**config.mk**
```make
export PLATFORM = sky130hd
export DESIGN_NAME = psg_tone_noise_generator_core
export DESIGN_NICKNAME = d
export VERILOG_FILES = /design/src/rtl/psg_pkg.sv /design/src/rtl/psg_front.sv /design/src/rtl/psg_queue.sv /design/src/rtl/psg_back.sv /design/src/rtl/psg_tone_noise_generator_core.sv
export SDC_FILE = /design/constraint.sdc
export NUM_CORES = 1
export LEC_CHECK = 0
export BUFFER_PORTS_ARGS = -buffer_cell sky130_fd_sc_hd__buf_2
export CAP_MARGIN = 20
export CORE_ASPECT_RATIO = 1.5
export CORE_MARGIN = 2
export CORE_UTILIZATION = 45
export CTS_CLUSTER_SIZE = 12
export DETAILED_ROUTE_END_ITERATION = 8
export PLACE_DENSITY = 0.62
export RECOVER_POWER = 100
export SETUP_SLACK_MARGIN = 0.2
export SLEW_MARGIN = 20
export SYNTH_ARGS = -nofsm -noshare
export SYNTH_HDL_FRONTEND = slang
export SYNTH_SLANG_ARGS = --single-unit
```
**constraint.sdc**
```tcl
create_clock -name clk -period 15.2 [get_ports clk]
set_input_delay 2.28 -clock clk [delete_from_list [all_inputs] [get_ports clk]]
set_output_delay 2.28 -clock clk [all_outputs]
set_load 0.05 [all_outputs]
```
**src/rtl/psg_pkg.sv**
```systemverilog
// Shared types, constants and the attenuation level table of the sound generator.
package psg_pkg;

  // Kind of work an item carries from the front to the back.
  typedef enum logic [1:0] {
    OP_TICK,
    OP_TONE,
    OP_NOISE,
    OP_ATTEN
  } op_kind_t;

  // Decoded item as it travels through the queue.
  typedef struct packed {
    op_kind_t    kind;
    logic        latch;  // latch byte: carries the low nibble of the register data
    logic [1:0]  chan;   // channel number for tone and attenuation writes
    logic [5:0]  value;  // low nibble on a latch byte, six data bits otherwise
  } op_t;

  localparam int unsigned TONE_W = 10;
  localparam int unsigned CNT_W  = 12;
  localparam int unsigned LFSR_W = 17;
  localparam int unsigned SAMPLE_W = 16;

  localparam logic [2:0] REG_NOISE = 3'd6;
  localparam logic [2:0] REG_TONE2 = 3'd4;

  localparam logic [1:0] NOISE_TIED = 2'd3;
  localparam logic [CNT_W-1:0] TONE_ZERO_PERIOD = 12'h400;
  localparam logic [CNT_W-1:0] NOISE_PER_32  = 12'd32;
  localparam logic [CNT_W-1:0] NOISE_PER_64  = 12'd64;
  localparam logic [CNT_W-1:0] NOISE_PER_128 = 12'd128;
  localparam logic [LFSR_W-1:0] NOISE_SEED = 17'h10000;

  // Output level for an attenuation step, 2 dB per step, step 15 silent.
  function automatic logic [12:0] level(input logic [3:0] att);
    logic [12:0] l;
    case (att)
      4'd0:    l = 13'd8191;
      4'd1:    l = 13'd6506;
      4'd2:    l = 13'd5168;
      4'd3:    l = 13'd4105;
      4'd4:    l = 13'd3260;
      4'd5:    l = 13'd2590;
      4'd6:    l = 13'd2057;
      4'd7:    l = 13'd1634;
      4'd8:    l = 13'd1298;
      4'd9:    l = 13'd1031;
      4'd10:   l = 13'd819;
      4'd11:   l = 13'd650;
      4'd12:   l = 13'd516;
      4'd13:   l = 13'd410;
      4'd14:   l = 13'd326;
      default: l = 13'd0;
    endcase
    return l;
  endfunction

endpackage

```
**src/rtl/psg_front.sv**
```systemverilog
// Front end: accepts items, resolves the register index and decodes them.
module psg_front (
  input  logic          clk,
  input  logic          rst,
  input  logic          s_tvalid,
  output logic          s_tready,
  input  logic [7:0]    s_tdata,   // write_data[7:0]
  input  logic [0:0]    s_tuser,   // mode[0]
  input  logic          q_full,
  output logic          push,
  output psg_pkg::op_t  op
);

  logic [2:0] latched_index;
  logic       latch;
  logic [2:0] r;

  assign s_tready = !q_full;
  assign push     = s_tvalid && s_tready;
  assign latch    = s_tdata[7];
  assign r        = latch ? s_tdata[6:4] : latched_index;

  // Latched register index follows latch bytes in order of arrival
  always_ff @(posedge clk) begin
    if (rst) begin
      latched_index <= 3'd0;
    end else if (push && s_tuser[0] && latch) begin
      latched_index <= s_tdata[6:4];
    end
  end

  // Classify the item
  always_comb begin
    op.latch = latch;
    op.chan  = r[2:1];
    op.value = latch ? {2'b00, s_tdata[3:0]} : s_tdata[5:0];
    if (!s_tuser[0]) begin
      op.kind = psg_pkg::OP_TICK;
    end else if (r[0]) begin
      op.kind = psg_pkg::OP_ATTEN;
    end else if (r == psg_pkg::REG_NOISE) begin
      op.kind = psg_pkg::OP_NOISE;
    end else begin
      op.kind = psg_pkg::OP_TONE;
    end
  end

endmodule

```
**src/rtl/psg_queue.sv**
```systemverilog
// Small register queue between the decode front and the execute back.
module psg_queue #(
  parameter int unsigned DEPTH = 4
) (
  input  logic          clk,
  input  logic          rst,
  input  logic          push,
  input  psg_pkg::op_t  push_op,
  output logic          full,
  input  logic          pop,
  output logic          out_valid,
  output psg_pkg::op_t  out_op
);

  localparam int unsigned PTR_W = (DEPTH > 1) ? $clog2(DEPTH) : 1;
  localparam int unsigned NUM_W = $clog2(DEPTH + 1);

  psg_pkg::op_t     slots [DEPTH];
  logic [PTR_W-1:0] wr_ptr;
  logic [PTR_W-1:0] rd_ptr;
  logic [NUM_W-1:0] count;

  assign full      = (count == NUM_W'(DEPTH));
  assign out_valid = (count != '0);
  assign out_op    = slots[rd_ptr];

  // Storage
  always_ff @(posedge clk) begin
    if (push) begin
      slots[wr_ptr] <= push_op;
    end
  end

  // Pointers and fill count
  always_ff @(posedge clk) begin
    if (rst) begin
      wr_ptr <= '0;
      rd_ptr <= '0;
      count  <= '0;
    end else begin
      if (push) begin
        wr_ptr <= (wr_ptr == PTR_W'(DEPTH - 1)) ? '0 : wr_ptr + 1'b1;
      end
      if (pop) begin
        rd_ptr <= (rd_ptr == PTR_W'(DEPTH - 1)) ? '0 : rd_ptr + 1'b1;
      end
      if (push && !pop) begin
        count <= count + 1'b1;
      end else if (pop && !push) begin
        count <= count - 1'b1;
      end
    end
  end

  a_count_bound: assert property (@(posedge clk) disable iff (rst)
    count <= NUM_W'(DEPTH))
    else $error("queue count beyond depth");

  a_push_grows: assert property (@(posedge clk) disable iff (rst)
    push && !pop |=> count == $past(count) + 1'b1)
    else $error("queue count did not grow on push");

  a_pop_shrinks: assert property (@(posedge clk) disable iff (rst)
    pop && !push |=> count == $past(count) - 1'b1)
    else $error("queue count did not shrink on pop");

  a_pop_nonempty: assert property (@(posedge clk) disable iff (rst)
    pop |-> out_valid)
    else $error("pop from empty queue");

endmodule

```
**src/rtl/psg_back.sv**
```systemverilog
// Back end: register writes, tone and noise counters, mixer and output register.
module psg_back (
  input  logic                          clk,
  input  logic                          rst,
  input  logic                          q_valid,
  input  psg_pkg::op_t                  q_op,
  output logic                          pop,
  input  logic                          negate_output,
  output logic                          m_tvalid,
  input  logic                          m_tready,
  output logic [psg_pkg::SAMPLE_W-1:0]  m_tdata    // sample[15:0]
);

  logic [psg_pkg::TONE_W-1:0] tone_period   [3];
  logic [psg_pkg::CNT_W-1:0]  reload_period [4];
  logic [psg_pkg::CNT_W-1:0]  down_counter  [4];
  logic [3:0]                 attenuation   [4];
  logic [3:0]                 channel_level;
  logic [3:0]                 noise_control;
  logic [psg_pkg::LFSR_W-1:0] noise_shift;

  logic                          is_tick;
  logic                          do_op;
  logic [3:0]                    fire;
  logic [psg_pkg::CNT_W-1:0]     cnt_next [4];
  logic [3:0]                    level_next;
  logic                          fb;
  logic [psg_pkg::LFSR_W-1:0]    shift_next;
  logic [psg_pkg::SAMPLE_W-1:0]  sum;
  logic [psg_pkg::TONE_W-1:0]    tone_next;
  logic [psg_pkg::CNT_W-1:0]     tone_reload;
  logic [psg_pkg::CNT_W-1:0]     noise_reload;

  assign is_tick = (q_op.kind == psg_pkg::OP_TICK);
  assign pop     = q_valid && (!is_tick || !m_tvalid || m_tready);
  assign do_op   = pop;

  // Counter step for a tick
  always_comb begin
    for (int i = 0; i < 4; i++) begin
      fire[i]     = (down_counter[i] <= psg_pkg::CNT_W'(1));
      cnt_next[i] = fire[i] ? reload_period[i] : down_counter[i] - 1'b1;
    end
    fb = noise_shift[2] ^ (noise_control[2] & noise_shift[3]);
    shift_next = fire[3] ? {fb, noise_shift[psg_pkg::LFSR_W-1:1]} : noise_shift;
    level_next[2:0] = channel_level[2:0] ^ fire[2:0];
    level_next[3]   = fire[3] ? shift_next[0] : channel_level[3];
  end

  // Mixer over the four new levels
  always_comb begin
    sum = '0;
    for (int i = 0; i < 4; i++) begin
      if (level_next[i]) begin
        sum = sum + psg_pkg::SAMPLE_W'(psg_pkg::level(attenuation[i]));
      end
    end
  end

  // Tone period write and its reload value, zero meaning 1024
  always_comb begin
    if (q_op.latch) begin
      tone_next = {tone_period[q_op.chan][9:4], q_op.value[3:0]};
    end else begin
      tone_next = {q_op.value, tone_period[q_op.chan][3:0]};
    end
    tone_reload = (tone_next == '0) ? psg_pkg::TONE_ZERO_PERIOD
                                    : psg_pkg::CNT_W'(tone_next);
  end

  // Noise period for a noise-control write
  always_comb begin
    case (q_op.value[1:0])
      2'd0:    noise_reload = psg_pkg::NOISE_PER_32;
      2'd1:    noise_reload = psg_pkg::NOISE_PER_64;
      2'd2:    noise_reload = psg_pkg::NOISE_PER_128;
      default: noise_reload = {reload_period[2][psg_pkg::CNT_W-2:0], 1'b0};
    endcase
  end

  // Generator state
  always_ff @(posedge clk) begin
    if (rst) begin
      for (int i = 0; i < 3; i++) begin
        tone_period[i] <= '0;
      end
      for (int i = 0; i < 4; i++) begin
        reload_period[i] <= '0;
        down_counter[i]  <= '0;
        attenuation[i]   <= 4'hf;
      end
      channel_level <= '0;
      noise_control <= '0;
      noise_shift   <= psg_pkg::NOISE_SEED;
    end else if (do_op) begin
      case (q_op.kind)
        psg_pkg::OP_TICK: begin
          for (int i = 0; i < 4; i++) begin
            down_counter[i] <= cnt_next[i];
          end
          channel_level <= level_next;
          noise_shift   <= shift_next;
        end
        psg_pkg::OP_TONE: begin
          tone_period[q_op.chan]   <= tone_next;
          reload_period[q_op.chan] <= tone_reload;
          // noise tied to tone 2 follows its new period
          if (q_op.chan == psg_pkg::REG_TONE2[2:1] &&
              noise_control[1:0] == psg_pkg::NOISE_TIED) begin
            reload_period[3] <= {tone_reload[psg_pkg::CNT_W-2:0], 1'b0};
          end
        end
        psg_pkg::OP_NOISE: begin
          noise_control    <= q_op.value[3:0];
          reload_period[3] <= noise_reload;
          noise_shift      <= psg_pkg::NOISE_SEED;
        end
        default: begin
          attenuation[q_op.chan] <= q_op.value[3:0];
        end
      endcase
    end
  end

  // Output register
  always_ff @(posedge clk) begin
    if (rst) begin
      m_tvalid <= 1'b0;
    end else if (do_op && is_tick) begin
      m_tvalid <= 1'b1;
    end else if (m_tready) begin
      m_tvalid <= 1'b0;
    end
  end

  always_ff @(posedge clk) begin
    if (do_op && is_tick) begin
      m_tdata <= negate_output ? ('0 - sum) : sum;
    end
  end

  a_no_overwrite: assert property (@(posedge clk) disable iff (rst)
    m_tvalid && !m_tready |-> !(pop && is_tick))
    else $error("tick executed over a waiting sample");

  a_noise_reseed: assert property (@(posedge clk) disable iff (rst)
    pop && q_op.kind == psg_pkg::OP_NOISE |=> noise_shift == psg_pkg::NOISE_SEED)
    else $error("noise register not reseeded");

  a_write_silent: assert property (@(posedge clk) disable iff (rst)
    pop && !is_tick && !m_tvalid |=> !m_tvalid)
    else $error("register write produced a sample");

endmodule

```
**src/rtl/psg_tone_noise_generator_core.sv**
```systemverilog
// Top level of the three-tone, one-noise sound generator.
//
//  channel  direction  handshake             payload
//  s_*      in         s_tvalid / s_tready   s_tdata = write_data, s_tuser = mode
//  m_*      out        m_tvalid / m_tready   m_tdata = sample (signed)
//  cfg_*    in         cfg_valid / cfg_ready cfg_data = negate_output
//
// One item per cycle unless stalled: the front decodes an item in its cycle of
// acceptance, the back executes one queued item per cycle while no waiting sample
// holds a tick, and a tick's sample is loaded into the output register on its pop.
// Reset is synchronous and clears the control and generator registers.
// A waiting sample stalls only ticks in the back; the queue then fills and
// s_tready falls once it holds QUEUE_DEPTH items.
module psg_tone_noise_generator_core #(
  parameter int unsigned QUEUE_DEPTH = 4
) (
  input  logic         clk,
  input  logic         rst,
  input  logic         s_tvalid,
  output logic         s_tready,
  input  logic [7:0]   s_tdata,    // write_data[7:0]
  input  logic [0:0]   s_tuser,    // mode[0]
  output logic         m_tvalid,
  input  logic         m_tready,
  output logic [15:0]  m_tdata,    // sample[15:0]
  input  logic         cfg_valid,
  output logic         cfg_ready,
  input  logic [0:0]   cfg_data
);

  psg_pkg::op_t push_op;
  psg_pkg::op_t q_op;
  logic         push;
  logic         q_full;
  logic         q_valid;
  logic         pop;
  logic         negate_output;

  // Configuration register
  assign cfg_ready = 1'b1;

  always_ff @(posedge clk) begin
    if (rst) begin
      negate_output <= 1'b0;
    end else if (cfg_valid && cfg_ready) begin
      negate_output <= cfg_data[0];
    end
  end

  psg_front u_front (
    .clk      (clk),
    .rst      (rst),
    .s_tvalid (s_tvalid),
    .s_tready (s_tready),
    .s_tdata  (s_tdata),
    .s_tuser  (s_tuser),
    .q_full   (q_full),
    .push     (push),
    .op       (push_op)
  );

  psg_queue #(
    .DEPTH (QUEUE_DEPTH)
  ) u_queue (
    .clk       (clk),
    .rst       (rst),
    .push      (push),
    .push_op   (push_op),
    .full      (q_full),
    .pop       (pop),
    .out_valid (q_valid),
    .out_op    (q_op)
  );

  psg_back u_back (
    .clk           (clk),
    .rst           (rst),
    .q_valid       (q_valid),
    .q_op          (q_op),
    .pop           (pop),
    .negate_output (negate_output),
    .m_tvalid      (m_tvalid),
    .m_tready      (m_tready),
    .m_tdata       (m_tdata)
  );

endmodule
```
# --- Word-level counts from Yosys, hierarchy flattened ---
# Memory sizes are Yosys's and may differ from the RTL's. A register that Yosys moved wholly into a read port is not among the register bits.
# Cells that the tools add are included.
word_totals:
  reg_bits: 52
  ramBits: 186
  mem_bits_ro: 832
  inputBits: 15
  output_inout_bits: 19
  elab_cells: 157
  n_memories: 9
mem_list:
  columns: ["memory", "words", "width", "rd", "rd_ports_with_merged_regs", "wr", "line", "rtl"]
  rows:
  - ["(name not given)", 16, 13, 1, 0, 0, "psg_pkg.sv:38", "case (att)"]
  - ["(name not given)", 16, 13, 1, 0, 0, "psg_pkg.sv:38", null]
  - ["(name not given)", 16, 13, 1, 0, 0, "psg_pkg.sv:38", null]
  - ["(name not given)", 16, 13, 1, 0, 0, "psg_pkg.sv:38", null]
  - ["u_back.down_counter", 4, 12, 4, 0, 4, "psg_back.sv:16", "logic [psg_pkg::CNT_W-1:0] down_counter [4];"]
  - ["u_back.reload_period", 4, 12, 4, 0, 4, "psg_back.sv:15", "logic [psg_pkg::CNT_W-1:0] reload_period [4];"]
  - ["3 more memories", null, null, null, null, null, null, null]
op_classes:
  addsub: 12
  magnitude_cmp: 4
  n_eq_ne: 11
  n_mux: 71
  bitwise: 9
  reduce_logical: 30
op_table:
  columns: ["cell", "count"]
  rows:
  - ["$mux W12", 11]
  - ["$mux W16", 4]
  - ["$mux W13", 4]
  - ["$le A12 B1 Y1 const B", 4]
  - ["$sub A12 B1 Y12 const B", 4]
  - ["$pmux W12 S3", 1]
  - ["$pmux W17 S2", 1]
  - ["$add A16 B13 Y16", 2]
  - ["$mux W1", 31]
  - ["$mux W10", 2]
  - ["$mux W2", 10]
  - ["$mux W17", 1]
  - ["$sub A1 B16 Y16 const A", 1]
  - ["$add A13 B13 Y14", 1]
  - ["$eq A2 B2 Y1 const B", 6]
  - ["$reduce_or A12 Y1", 1]
  - ["$mux W11", 1]
  - ["$logic_not A10 Y1", 1]
  - ["$reduce_or A10 Y1", 1]
  - ["$mux W3", 3]
  - ["$logic_and A1 B1 Y1", 8]
  - ["$eq A3 B3 Y1 const B", 2]
  - ["$mux W6", 1]
  - ["$or A1 B1 Y1", 6]
  - ["other kinds (18)", 30]

# --- Depth between registers and ports, before layout ---
# An unclocked memory read counts as a cell.
logic_depth:
  ltp_word: 12
  mapped_depth: 32

# --- Cells and area by module ---
# A second synthesis with hierarchy kept.
hier_totals:
  hier_cells: 1479
  area_unflattened_um2: 15169.5
modules_own_cells:
  columns: ["mod", "instances", "cells_each", "area_each_um2"]
  rows:
  - ["psg_back", 1, 1340, 12807.3]
  - ["psg_queue", 1, 101, 2030.7]
  - ["psg_front", 1, 33, 286.5]
  - ["psg_tone_noise_generator_core", 1, 5, 45.0]

# --- Worst setup path before layout ---
# Ideal clock, no wire load.
synth_timing:
  kind: "flip-flop to flip-flop"
  startpoint: "mem u_back.down_counter[0][6] (netlist name)"
  endpoint: "reg u_back.m_tdata[13] (netlist name), data pin"
  setup_time_ns: 0.262
  arrival_ns: 6.581
  t_required_ns: 14.938
  setup_slack_ns: 8.357
  path_stages_with_launch: 30
  period_less_slack_ns: 6.843
  cell_sequence: "edfxtp_1 -> or4_1 -> nor2_1 -> a21oi_1 -> nor2_1 -> nor2_1 -> ha_1 -> inv_1 -> fa_1 -> nor2b_1 -> o211ai_1 -> mux2_2 -> o22ai_1 -> nand2_1 -> ha_1 -> or3_1 -> or2_2 -> o21a_1 -> xor2_1 -> nor2_1 -> a31oi_1 -> ha_1 -> or4_1 -> o22ai_1 -> a2bb2oi_1 -> nor4b_1 -> a211o_1 -> a21o_1 -> o41a_1 -> xnor2_1"
synth_lines:
  columns: ["element", "line", "rtl"]
  rows:
  - ["start, declared", "psg_back.sv:16", null]
  - ["end signal, assigned", "psg_back.sv:138", "m_tdata <= negate_output ? ('0 - sum) : sum;"]
  - ["end, declared", "psg_back.sv:11", "output logic [psg_pkg::SAMPLE_W-1:0] m_tdata"]

==> impl_metrics.toml <==
[global_routing]
grt_max_degree = 50
track_usage = 0.203
grt_pass1_vias = 10800
met2_usage = 0.402
grt_pass1_wl_um = 56500
met1_usage = 0.222
met3_usage = 0.0224
antenna_found_initial = 0
top_usage_layer = "met2"
gr-total-overflow = 0

[worst_setup_path]
cp.depth = 29
crit_start = "u_back.down_counter[0][3]"
worst-path-buf-inv = 1
r2r-end = "u_back.m_tdata[13]"
worstPathRequired_ps = 15480
critPathLaunchType = "register"
critPathArrivalTime_ps = 7890
crit_family = "simple AND/OR/NAND/NOR gates"
critPathMaxStageDelay_ps = 480
ff2ff_setup_slack_ps = 7590
reg2reg_from = "u_back.down_counter[0][3]"
cp-end-kind = "register"
path_class = "register to register"
rr_worst_depth = 29
cp_max_fo = 9
cpMaxStageDelayCell = "or4_1"
endpoint = "u_back.m_tdata[13]"

[synthesis]
synth_cells = 1451
syn_nets = 1546
yosysSeqAreaShare = 0.471
syn-cell-area_um2 = 14900
synthMuxAreaShare = 0.0749
syn_area_per_cell_um2 = 10.3
ys_ff_latch = 246
synth-simple-area-share = 0.153
ys.flop_type = "edfxtp_1"
synthAdderAreaFrac = 0.0693
synth_cell_types = 76
synthArstFlopShare = 0
synth_xor_area_frac = 0.0442
synth-compound-area-share = 0.153
yosys_warnings = 0
synth_top_family_by_area = "simple AND/OR/NAND/NOR gates"
synth_edf_count = 208

[pwr]
comb_power_share = 0.332
pwr-share-seq = 0.408
cellPowerDensity_nw_per_um2 = 146
switching_share = 0.364
clockPowerShare = 0.260
internal-power_mw = 1.50
p_leak_nw = 6.34
ir_drop_mv = 0.141
p_switching_mw = 0.862

[layout]
syn_to_final_growth_pct = 8.91
finish.net_count = 1562
n_antenna_cell = 0
final_cells = 1902
final_common_cell = "nor2_1"
stdcell_area_um2 = 16200
seq_area_um2 = 7010
fillers = 3021
layout_common_cells = "nor2_1, edfxtp_1, nand2_1"
drive_gt1_frac = 0.0706
fin_util = 0.497
multiInputGateArea_um2 = 7350

[sta]
tightest_slew_ps = 2750
rsz0062_at_grt = "no"
period_share = 0.501
finalHoldViolCount = 0
max_freq_mhz = 131
setup_viol = 0
finalCriticalPeriod_ps = 7610
maxSlewViolCount = 131
setup_tns_ps = 0
relSlewSlack = -0.835
finalClockSkew_ps = 13.4
setup_slack_ps = 7590

[placement]
place_hpwl_um = 25800
portBuffers = 32
placed_area_um2 = 15500
place_congestion = 0.853
pre_cts_ws_ps = 7680
place_inst = 1854

[route]
drtIter0Drc = 718
wl_per_cell_um = 18.4
firstDrtPassIters = 7
drt_wl_total_um = 35000
vias_per_cell = 5.76
via_count = 11000
ant_nets = 0
drcViolationCount = 0

[floorplanning]
die_w_um = 152
start_util = 0.456
ios = 34
num_rows = 81
core_area_um2 = 32600
die-area_um2 = 34600
die_h_um = 227

[cts]
cts_buffer_depth = 3
cts_setup_buffers = 0
cts_buffers = 26
cts_resized = 0
h-tree-depth = 1
cts.sinks = 246
clk_pin_slew_ps = 60
cts_tree = "yes"
ctsRootBufferMaster = "clkbuf_16"
insertion_delay_ps = 540
cts_hold_buf = 0

[min_path]
hold_path.class = "register to register"

[run]
cap_violations = 3

[outcome]
violations = "max-capacitance violations, max-slew violations"
outcome = "finished with violations"
## worst min path at each step
stage | start | end | depth (start not counted)
2_1_floorplan | u_back.noise_shift[16] | u_back.noise_shift[15] | 1
3_3_place_gp | u_back.noise_shift[13] | u_back.noise_shift[12] | 1
5_1_grt | u_back.noise_shift[13] | u_back.noise_shift[13] | 1
4_1_cts | u_back.noise_shift[11] | u_back.noise_shift[10] | 1
6_report | u_back.noise_shift[14] | u_back.noise_shift[13] | 1
3_5_place_dp | u_back.noise_shift[9] | u_back.noise_shift[8] | 1
## area by class of cell
type                    count  share of cell area
multi-input cells        1069               0.454
flip-flops and latches    246               0.432
clock buffers              43              0.0473
well taps                 415              0.0320
inverters                  73              0.0169
repair buffers             51              0.0143
clock inverters             5             0.00347
## power groups by stage
stage	Combinational, mW	Sequential [mW]	Clock [mW]
detailed placement	0.806	0.976	0
floorplan	0.535	0.997	0
finish	0.784	0.965	0.614
CTS	0.810	0.963	0.628
global route	0.858	0.981	0.653
global placement	0.801	0.971	0
## layer usage
layer	wire, um	up-vias
met5	0	-
met4	1140	0
met3	1090	63
met2	19200	223
met1	13600	5278
li1	-	5393
## synth_stat cells, types with 20 or more instances
| cell type | n | share of area |
|---|---|---|
| mux4_2 | 24 | 0.036 |
| xor2_1 | 29 | 0.017 |
| edfxtp_1 | 208 | 0.42 |
| mux2i_1 | 40 | 0.027 |
| a211oi_1 | 55 | 0.028 |
| inv_1 | 72 | 0.018 |
| o21ai_0 | 53 | 0.018 |
| clkbuf_1 | 55 | 0.014 |
| or3_1 | 20 | 0.0084 |
| xnor2_1 | 46 | 0.027 |
| a21oi_1 | 71 | 0.024 |
| nor2b_1 | 20 | 0.0084 |
| ha_1 | 76 | 0.064 |
| nor3_1 | 37 | 0.012 |
| nand2_1 | 90 | 0.023 |
| nor2_1 | 248 | 0.063 |
| dfxtp_1 | 38 | 0.051 |
## registers in the layout (all words and copies together), names as in the netlist, named ones only
name                   count
negate_output              1
u_back.attenuation        16
u_back.channel_level       4
u_back.down_counter       48
u_back.m_tdata            16
u_back.m_tvalid            1
u_back.noise_control       3
u_back.noise_shift        16
u_back.reload_period      45
u_back.tone_period        40
u_front.latched_index      3
u_queue.count              3
u_queue.rd_ptr             2
u_queue.slots             44
u_queue.wr_ptr             2
## kinds of logic (layout without fill, tap and decap cells)
| logic type | count (synthesis) | after routing |
|---|---|---|
| simple gates | 502 | 502 |
| compound gates | 333 | 333 |
| flops | 246 | 246 |
| buf+inv | 136 | 172 |
| fa+ha+maj | 80 | 80 |
| mux | 78 | 78 |
| xor+xnor | 75 | 75 |
| other cells | 1 | 1 |
## metrics by stage
stage	hold slack (ps)	power (mW)
after floorplan	442	1.53
after global routing	492	2.49
after global placement	454	1.77
after detailed placement	458	1.78
final	475	2.36
after CTS	480	2.40
No activity file was read; power rests on OpenSTA's default activity.
